$ cat src/sv/evd_pkg.sv
package evd_pkg;

	// Command codes sampled on the first byte of a number
	localparam logic [1:0] MODE_ID   = 2'd0;
	localparam logic [1:0] MODE_LEN  = 2'd1;
	localparam logic [1:0] MODE_UINT = 2'd2;

	localparam logic [3:0] ID_MAX_BYTES  = 4'd4;
	localparam logic [3:0] LEN_MAX_BYTES = 4'd8;

	// Depth of the queue between front and back
	localparam int QUEUE_DEPTH = 2;

	// Unknown-size value: 2^56 - 1
	localparam logic [63:0] UNKNOWN_VALUE = {8'h00, {56{1'b1}}};

	// One classified byte handed from front to back
	typedef struct packed {
		logic       first;  // first byte of a number
		logic       err;    // first byte that fails; yields an error item
		logic       last;   // number completes on this byte
		logic [1:0] mode;
		logic [3:0] len;    // total bytes, valid on first byte
		logic [7:0] data;   // byte with marker already cleared in length mode
	} entry_t;

	// All-ones payload of a length-mode number of n bytes: 7*n ones
	function automatic logic [63:0] len_ones(input logic [3:0] n);
		logic [63:0] m;
		m = '0;
		case (n)
			4'd1:    m = {57'd0, {7{1'b1}}};
			4'd2:    m = {50'd0, {14{1'b1}}};
			4'd3:    m = {43'd0, {21{1'b1}}};
			4'd4:    m = {36'd0, {28{1'b1}}};
			4'd5:    m = {29'd0, {35{1'b1}}};
			4'd6:    m = {22'd0, {42{1'b1}}};
			4'd7:    m = {15'd0, {49{1'b1}}};
			4'd8:    m = {8'd0, {56{1'b1}}};
			default: m = '0;
		endcase
		return m;
	endfunction

endpackage

$ cat src/sv/evd_front.sv
module evd_front (
	input  logic              clk,
	input  logic              arst_n,
	input  logic              push,
	input  logic              q_full,
	input  logic [7:0]        data_byte,
	input  logic [1:0]        command,
	input  logic [3:0]        uint_len,
	output logic              q_push,
	output evd_pkg::entry_t   q_entry
);

	logic [3:0] cnt_q;     // bytes still to come in the current number
	logic       first;
	logic       err;
	logic [3:0] lead_len;  // length from the leading one bit
	logic [3:0] len;
	logic [7:0] marker;
	logic [7:0] data;

	assign q_push = push && !q_full;
	assign first  = (cnt_q == 4'd0);

	// Leading-one position gives the length of id and length numbers
	always_comb begin
		lead_len = 4'd0;
		for (int i = 0; i < 8; i++) begin
			if (data_byte[i]) begin
				lead_len = 4'(8 - i);
			end
		end
	end

	// Classify the first byte
	always_comb begin
		err    = 1'b0;
		len    = lead_len;
		marker = 8'h80 >> (lead_len - 4'd1);
		data   = data_byte;
		case (command)
			evd_pkg::MODE_UINT: begin
				len = uint_len;
				err = (uint_len == 4'd0) || (uint_len > evd_pkg::LEN_MAX_BYTES);
			end
			evd_pkg::MODE_ID: begin
				err = (data_byte == 8'd0) || (lead_len > evd_pkg::ID_MAX_BYTES);
			end
			evd_pkg::MODE_LEN: begin
				err  = (data_byte == 8'd0);
				data = data_byte & ~marker;
			end
			default: err = 1'b1;
		endcase
	end

	always_comb begin
		q_entry.first = first;
		q_entry.err   = first && err;
		q_entry.mode  = command;
		q_entry.len   = len;
		q_entry.data  = first ? data : data_byte;
		q_entry.last  = first ? (err || len == 4'd1) : (cnt_q == 4'd1);
	end

	// Remaining-byte counter
	always_ff @(posedge clk or negedge arst_n) begin
		if (!arst_n) begin
			cnt_q <= 4'd0;
		end else if (q_push) begin
			if (first) begin
				cnt_q <= err ? 4'd0 : len - 4'd1;
			end else begin
				cnt_q <= cnt_q - 4'd1;
			end
		end
	end

endmodule

$ cat src/sv/evd_queue.sv
module evd_queue #(
	parameter int DEPTH = evd_pkg::QUEUE_DEPTH
) (
	input  logic            clk,
	input  logic            arst_n,
	input  logic            wr,
	input  evd_pkg::entry_t wr_entry,
	output logic            full,
	input  logic            rd,
	output logic            avail,
	output evd_pkg::entry_t rd_entry
);

	localparam int PW = (DEPTH > 1) ? $clog2(DEPTH) : 1;
	localparam int CW = $clog2(DEPTH + 1);

	evd_pkg::entry_t mem_q [DEPTH];
	logic [PW-1:0]   wptr_q;
	logic [PW-1:0]   rptr_q;
	logic [CW-1:0]   count_q;
	logic            do_wr;
	logic            do_rd;

	assign full     = (count_q == CW'(DEPTH));
	assign avail    = (count_q != '0);
	assign do_wr    = wr && !full;
	assign do_rd    = rd && avail;
	assign rd_entry = mem_q[rptr_q];

	// Storage
	always_ff @(posedge clk) begin
		if (do_wr) begin
			mem_q[wptr_q] <= wr_entry;
		end
	end

	// Pointers and fill count
	always_ff @(posedge clk or negedge arst_n) begin
		if (!arst_n) begin
			wptr_q  <= '0;
			rptr_q  <= '0;
			count_q <= '0;
		end else begin
			if (do_wr) begin
				wptr_q <= (wptr_q == PW'(DEPTH - 1)) ? '0 : wptr_q + PW'(1);
			end
			if (do_rd) begin
				rptr_q <= (rptr_q == PW'(DEPTH - 1)) ? '0 : rptr_q + PW'(1);
			end
			if (do_wr && !do_rd) begin
				count_q <= count_q + CW'(1);
			end else if (do_rd && !do_wr) begin
				count_q <= count_q - CW'(1);
			end
		end
	end

endmodule

$ cat src/sv/evd_back.sv
module evd_back (
	input  logic            clk,
	input  logic            arst_n,
	input  logic            q_avail,
	input  evd_pkg::entry_t q_entry,
	output logic            q_pop,
	input  logic            pop,
	output logic            empty,
	output logic [63:0]     value,
	output logic [3:0]      num_bytes,
	output logic            status,
	output logic            unknown_size
);

	logic [63:0] acc_q;
	logic [3:0]  total_q;
	logic [1:0]  mode_q;
	logic        out_valid_q;
	logic [63:0] value_q;
	logic [3:0]  num_bytes_q;
	logic        status_q;
	logic        unknown_q;

	logic [63:0] nacc;
	logic [3:0]  ntot;
	logic [1:0]  nmode;
	logic        unk;

	// Take an entry when the output register is free or being drained
	assign q_pop = q_avail && (!out_valid_q || pop);

	// Accumulate next value
	always_comb begin
		if (q_entry.first) begin
			nacc  = {56'd0, q_entry.data};
			ntot  = q_entry.len;
			nmode = q_entry.mode;
		end else begin
			nacc  = {acc_q[55:0], q_entry.data};
			ntot  = total_q;
			nmode = mode_q;
		end
		unk = (nmode == evd_pkg::MODE_LEN) && (nacc == evd_pkg::len_ones(ntot));
	end

	// Accumulator state
	always_ff @(posedge clk or negedge arst_n) begin
		if (!arst_n) begin
			acc_q   <= '0;
			total_q <= '0;
			mode_q  <= evd_pkg::MODE_ID;
		end else if (q_pop && !q_entry.err) begin
			acc_q   <= nacc;
			total_q <= ntot;
			mode_q  <= nmode;
		end
	end

	// Output register
	always_ff @(posedge clk or negedge arst_n) begin
		if (!arst_n) begin
			out_valid_q <= 1'b0;
		end else if (q_pop && (q_entry.last || q_entry.err)) begin
			out_valid_q <= 1'b1;
		end else if (pop) begin
			out_valid_q <= 1'b0;
		end
	end

	always_ff @(posedge clk) begin
		if (q_pop && (q_entry.last || q_entry.err)) begin
			if (q_entry.err) begin
				value_q     <= '0;
				num_bytes_q <= 4'd0;
				status_q    <= 1'b1;
				unknown_q   <= 1'b0;
			end else begin
				value_q     <= unk ? evd_pkg::UNKNOWN_VALUE : nacc;
				num_bytes_q <= ntot;
				status_q    <= 1'b0;
				unknown_q   <= unk;
			end
		end
	end

	assign empty        = !out_valid_q;
	assign value        = value_q;
	assign num_bytes    = num_bytes_q;
	assign status       = status_q;
	assign unknown_size = unknown_q;

endmodule

$ cat src/sv/ebml_vint_decoder.sv
// EBML variable-length integer decoder.
// Input channel: one stream byte per item (data_byte), with command and
// uint_len sampled on the first byte of each number. An item is taken on
// a rising edge with push high and full low.
// Result channel: the oldest result sits on value/num_bytes/status/
// unknown_size while empty is low and is taken on an edge with pop high.
// One result per completed number, or one error result at once for a bad
// first byte (zero marker, id longer than 4 bytes, bad uint_len, command 3).
// Throughput: one byte per cycle while full is low; the back end folds each byte
// into its accumulator by shift-and-or, and stalls while a result waits unpopped.
// A result is registered: its last byte enters the front/back queue on the
// accepting edge and moves into the output register once it is at the queue
// head and the output register is free or being popped.
// While a result waits in the output register with pop low, every byte
// stays in the queue; full rises within QUEUE_DEPTH more bytes and nothing
// is dropped.
// Reset clears the byte counter, queue and output valid flag; the block
// then expects the first byte of a new number.
module ebml_vint_decoder #(
	parameter int QUEUE_DEPTH = evd_pkg::QUEUE_DEPTH
) (
	input  logic        clk,
	input  logic        arst_n,
	input  logic        push,
	output logic        full,
	input  logic [7:0]  data_byte,
	input  logic [1:0]  command,
	input  logic [3:0]  uint_len,
	output logic        empty,
	input  logic        pop,
	output logic [63:0] value,
	output logic [3:0]  num_bytes,
	output logic        status,
	output logic        unknown_size
);

	evd_pkg::entry_t wr_entry;
	evd_pkg::entry_t rd_entry;
	logic            q_push;
	logic            q_full;
	logic            q_pop;
	logic            q_avail;

	assign full = q_full;

	evd_front u_front (
		.clk       (clk),
		.arst_n    (arst_n),
		.push      (push),
		.q_full    (q_full),
		.data_byte (data_byte),
		.command   (command),
		.uint_len  (uint_len),
		.q_push    (q_push),
		.q_entry   (wr_entry)
	);

	evd_queue #(
		.DEPTH (QUEUE_DEPTH)
	) u_queue (
		.clk      (clk),
		.arst_n   (arst_n),
		.wr       (q_push),
		.wr_entry (wr_entry),
		.full     (q_full),
		.rd       (q_pop),
		.avail    (q_avail),
		.rd_entry (rd_entry)
	);

	evd_back u_back (
		.clk          (clk),
		.arst_n       (arst_n),
		.q_avail      (q_avail),
		.q_entry      (rd_entry),
		.q_pop        (q_pop),
		.pop          (pop),
		.empty        (empty),
		.value        (value),
		.num_bytes    (num_bytes),
		.status       (status),
		.unknown_size (unknown_size)
	);

endmodule

$ cat config.mk
export PLATFORM = sky130hd
export DESIGN_NAME = ebml_vint_decoder
export DESIGN_NICKNAME = d
export VERILOG_FILES = /design/src/sv/evd_pkg.sv /design/src/sv/evd_front.sv /design/src/sv/evd_queue.sv /design/src/sv/evd_back.sv /design/src/sv/ebml_vint_decoder.sv
export SDC_FILE = /design/constraint.sdc
export NUM_CORES = 1
export LEC_CHECK = 0
export BUFFER_PORTS_ARGS = -buffer_cell sky130_fd_sc_hd__buf_4
export CORE_MARGIN = 1.5
export CORE_UTILIZATION = 25
export CTS_CLUSTER_DIAMETER = 100
export DETAILED_ROUTE_END_ITERATION = 16
export PLACE_DENSITY = 0.44
export SLEW_MARGIN = 5
export SYNTH_ARGS = -nofsm -noshare
export SYNTH_HDL_FRONTEND = slang
export SYNTH_SLANG_ARGS = --single-unit
$ cat constraint.sdc
create_clock -name clk -period 7.6 [get_ports clk]
set_input_delay 0.38 -clock clk [delete_from_list [all_inputs] [get_ports clk]]
set_output_delay 0.38 -clock clk [all_outputs]
set_load 0.05 [all_outputs]
==> results of run 1 <==
placed cells by master, fill, tap and decap left out, types with 5 or more instances in the layout:
cell	instances
o21ai_2	33
and3_1	11
nor4_1	11
a211oi_1	5
nand3_1	9
nor2_1	28
nand2_1	175
nor3_1	20
o21ai_0	81
buf_4	99
nand4_1	11
clkbuf_16	17
o22ai_2	7
edfxtp_1	104
mux2_2	10
inv_1	13
inv_6	7
mux2i_1	25
dfrtp_1	71
ha_1	5
a21oi_1	14
o21ai_1	6
sequential cells by signal, indices dropped and copies added (netlist names):
register             cells
u_queue.count_q          2
u_queue.wptr_q           1
u_back.out_valid_q       1
u_back.unknown_size      1
u_queue.rptr_q           1
u_back.value            64
u_back.total_q           4
u_back.mode_q            2
u_back.status            1
u_back.acc_q            56
u_front.cnt_q            4
u_back.num_bytes         4
u_queue.mem_q           34
logic make-up (layout without fill, tap and decap cells):
group	count (synthesis)	in the layout	share of synthesized area
adders and majority gates	5	5	0.007554
buffers and inverters	61	144	0.03822
xor gates and xnor gates	7	7	0.007403
and+or+nand+nor	289	289	0.1556
muxes	39	39	0.05469
AOI/OAI and AO/OA	180	180	0.1449
DFF	175	175	0.5916
synth_stat cells, types with 3 or more instances:
cell      number
nand2_1      175
edfxtp_1     104
o21ai_0       81
dfrtp_1       71
o21ai_2       33
nor2_1        31
clkbuf_1      27
mux2i_1       25
nor3_1        20
a21oi_1       15
inv_1         13
and3_1        11
nand4_1       11
nor4_1        11
mux2_2        10
buf_6          9
nand3_1        9
o22ai_2        7
o21ai_1        6
a211oi_1       5
ha_1           5
buf_2          4
mux2i_4        4
nand2b_1       4
xor2_1         4
a21o_1         3
buf_4          3
clkbuf_2       3
nand3b_1       3
o21a_1         3
o41ai_1        3
or3_1          3
xnor2_1        3
stage by stage:
step	worst slack [ns]	hold slack [ns]	utilization	area (um2)	cells
after floorplan	2.645	0.08441	-	8282	756
after global placement	3.503	0.4882	0.2869	9334	1249
after detailed placement	3.386	0.4859	0.2869	9334	1249
after CTS	3.389	0.09272	0.3035	9873	1281
after global routing	3.038	0.08944	0.3035	9873	1281
final	3.410	0.09303	0.3035	9873	1281
cell type report:
class | instances | area, um2 | share of cell area
Tap cell | 442 | 553.0 | 0.05601
Inverter | 13 | 48.80 | 0.004942
Clock buffer | 20 | 436.7 | 0.04423
Clock inverter | 12 | 102.6 | 0.01039
Multi-Input combinational cell | 520 | 3089 | 0.3129
Sequential cell | 175 | 4900 | 0.4963
Timing Repair Buffer | 99 | 743.2 | 0.07528
path summary, 6_finish.rpt:
kind	start	endpoint	slack, ns
max	u_queue.rptr_q	u_back.value[51]	3.41
min	arst_n	u_back.acc_q[1]	0.09
max reg2reg	u_queue.rptr_q	u_back.value[51]	3.41
min reg2reg	u_queue.count_q[1]	u_queue.count_q[1]	0.50
max in group asynchronous	arst_n	u_back.acc_q[28]	6.86
min in group clk	pop	u_back.out_valid_q	0.11
routing by layer:
metal	global-route usage	wire, um	up-vias	share of wire
met3	0.02772	913	17	0.044
met4	0.03740	318	0	0.015
li1	-	-	2874	-
met1	0.1810	10460	2699	0.50
met5	0	0	-	0
met2	0.1929	9059	124	0.44
==> run summary, run 1 <==
vias in the first global route - 5760
top_reg_cell synth - edfxtp_1
status - finished, final reports clean
WL final - 20750 um
DR pass1 iterations - 4
clock skew - 0.01441 ns
Initial Utilization - 0.2545
syn nets - 779
final setup fails - 0
Syn Std Cell Area - 8282 um2
Final Cycle Share - 0.5513
number of warning messages in the yosys log - 0
clock slew at reported path FFs - 0.07 ns
worst-path maximum fanout - 62
drc violations - 0
WS Path Type - reg -> reg
initial antenna violation count - 0
Die H - 185.0 um
RSZ-0062 raised after global routing - false
gpl congestion - 0.7684
FMAX - 238.7 MHz
CP Launch Type - flip-flop
Hold-fix buffers, CTS - 0
DIE AREA - 34230 um2
Worst path most repeated cell - buf_4
post-synth top area cell - edfxtp_1
# Max-Cap Violations - 0
n_diodes - 0
drt wl/cell - 16.20 um
Levels on crit path - 8
Slowest cell on crit path - nand3b_1
largest net degree at the start of global routing - 72
Final nets - 849
H-tree Lvls - 4
Worst-Skew Late Latency - 0.44 ns
Synth cell types - 59
Hold Fails Final Rpt - 0
Slew @ Worst Pin - 1.003 ns
IO Count - 90
drt initial violations - 470
Post-DP HPWL - 14050 um
Buf+Inv Stages, Crit Path - 3
Async S/R FF share, synth - 0.4057
EDFF count, synth - 104
syn_area_per_cell - 10.95 um2
critical path arrival - 4.34 ns
max incr delay on CP - 0.64 ns
Hold WC Path Type - in -> async
CP Capture Type - flip-flop
setup tns final - 0 ns
clock root buffer - clkbuf_16
Worst R2R Path Depth - 8
fin crit period - 4.190 ns
share of post-route cells with drive strength above 1 - 0.2265
synthesized flop and latch total - 175
Num CTS Buffers - 17
Core Region - 32540 um2
post-cts sizing count - 0
num rows - 66
Sink Count - 175
Critical Path, Cell by Cell - buf_4, mux2i_4, buf_4, o41ai_1, mux2_2, nand3b_1, buf_4, o21ai_0
area grow syn2layout - 19.22%
Worst slew margin - 0.3310
first-pass GRT wire length - 33170 um
critical path's top delay family - buffers and inverters
Syn Inst Count - 756
via count - 5714
CTS tree - built
Filler cells - 3409
Clock Path Buffers - 2
Die Wd - 185.0 um
Post-CTS Setup Bufs - 0
CP required - 7.75 ns
register area share after synthesis - 0.5916
Synth area leaders - edfxtp_1 (38%), dfrtp_1 (21%), nand2_1 (7.9%)
Yosys top cell area share - 0.3771
Max Slew Vio Count - 0
Port Buf Inserts - 89
ANT nets after route - 0
total track usage - 0.1273
Vias/cell - 4.461
gr ovfl total - 0
Power of run 1 is not shown: default switching activity piles up to over one toggle a cycle in this logic, so the estimate is an artifact.
==> inputs of run 2 (changes only) <==
Settings changed: PLACE_DENSITY 0.44 to 0.45.
Clock period 7.6 ns to 3.5 ns, I/O delays scaled along.
==> run 2 against run 1 <==
  * Global-route usage increased by 0.25 points
  * Flip-flop and latch count unchanged
  * Maximum frequency increased by 30%
  * Count of clock-buffer cells in the layout unchanged
  * Final area increased by 1.8%
  * Register-to-register slack got worse by 3.1 ns
  * Die area unchanged
  * Final cell count increased by 1.4%
==> run summary, run 2 (synthesized netlist as in run 1, its figures left out) <==
n_diodes - 0
area post-placement - 9439 um2
initial antenna violation count - 0
most common cell after layout, fill and taps aside - nand2_1
first-pass GRT wire length - 34000 um
Sink Count - 175
worst-case hold path end point - u_queue.mem_q[1][6]
Vias/cell - 4.559
via count - 5922
Hold Fails Final Rpt - 0
share of post-route cells with drive strength above 1 - 0.2299
reg-to-reg endpoint - u_back.value[53]
Port Buf Inserts - 89
# Max-Cap Violations - 0
Worst R2R Path Depth - 9
clock root buffer - clkbuf_16
Final Cycle Share - 0.9241
setup ws final - 0.2658 ns
Final Instance Area - 10050 um2
Num CTS Buffers - 17
largest net degree at the start of global routing - 77
WL final - 21110 um
DR pass1 iterations - 5
critical path arrival - 3.40 ns
worst-path maximum fanout - 56
area grow syn2layout - 21.35%
Die Wd - 185.0 um
gr busiest metal - met2
drt initial violations - 333
CTS tree - built
H-tree Lvls - 4
Worst-Skew Late Latency - 0.43 ns
fin crit period - 3.234 ns
status - finished, final reports clean
Reg-to-Reg Start - u_queue.mem_q[0][16]
Placed Cells - 1261
final setup fails - 0
min-delay src - data_byte[6]
FMAX - 309.2 MHz
gr ovfl total - 0
IO Count - 90
met3 Resource Use GR - 0.02949
post-cts sizing count - 0
Slew @ Worst Pin - 1.007 ns
setup tns final - 0 ns
Max Slew Vio Count - 0
RSZ-0062 raised after global routing - false
most frequent cells in the layout - nand2_1 (175), buf_4 (111), edfxtp_1 (104), o21ai_0 (81), dfrtp_1 (71)
clock slew at reported path FFs - 0.07 ns
Core Region - 32540 um2
CP Capture Type - flip-flop
worst reg-to-reg setup slack - 0.27 ns
Worst slew margin - 0.3284
drt wl/cell - 16.25 um
DIE AREA - 34230 um2
hold path cells - 2
num rows - 66
ANT nets after route - 0
WS Path Type - reg -> reg
gpl congestion - 0.8139
drc violations - 0
Final nets - 867
Clock Path Buffers - 2
vias in the first global route - 5853
CP required - 3.67 ns
Hold WC Path Type - in -> reg
met1 Use GR - 0.1846
Initial Utilization - 0.2545
clock skew - 0.009081 ns
CP Launch Type - flip-flop
total track usage - 0.1298
final cell count without fillers - 1299
post-place setup slack - 0.3210 ns
max reg flops - 64
Post-DP HPWL - 14530 um
met2 Track Usage GR - 0.1961
Die H - 185.0 um
## run 2: how the worst max path moves through the flow
stage	slack, ns	to	start	cells past startpoint
final	0.27	u_back.value[53]	u_queue.mem_q[0][16]	9
after CTS	0.30	u_back.value[12]	u_queue.mem_q[0][16]	8
after floorplan	0.12	u_back.num_bytes[0]	u_queue.rptr_q	5
after global routing	0.001	u_back.value[13]	u_queue.mem_q[0][16]	9
after global placement	0.34	u_back.value[53]	u_queue.mem_q[0][16]	8
after detailed placement	0.32	u_back.value[53]	u_queue.mem_q[0][16]	9
## run 2: worst max-delay path, stage by stage (launching register included)
cell,delay [ns]
edfxtp_1,0.63
mux2i_1,0.38
mux2i_4,0.17
nor4_4,0.50
buf_4,0.23
a21oi_1,0.06
mux2_2,0.30
nand3b_1,0.13
buf_12,0.28
o21ai_0,0.17
## run 2: timing repair
action	4_1_cts	5_1_grt
hold buffers	4	0
setup buffers	0	2
hold endpoints to repair	76	0
endpoints found under the setup margin	0	1
## run 2: metrics by stage
| stage | utilization | hold WS [ns] |
|---|---|---|
| after floorplan | - | -0.1206 |
| after global placement | 0.2901 | 0.3605 |
| after detailed placement | 0.2901 | 0.3630 |
| after CTS | 0.3084 | 0.08700 |
| after global routing | 0.3089 | 0.1015 |
| final | 0.3089 | 0.09940 |
## run 2: cell type report
class	count	area, um2
Clock inverter	12	118.9
Tap cell	442	553.0
Multi-Input combinational cell	520	3079
Inverter	13	48.80
Clock buffer	20	436.7
Sequential cell	175	4900
Fill cell	3432	22490
Timing Repair Buffer	117	913.4
## run 2: per-layer routing
metal | part of all wire | wire length, um
met3 | 0.038 | 811
met4 | 0.014 | 289
met1 | 0.50 | 10510
met2 | 0.45 | 9499
met5 | 0 | 0
Power of run 2 is left out for the same reason.
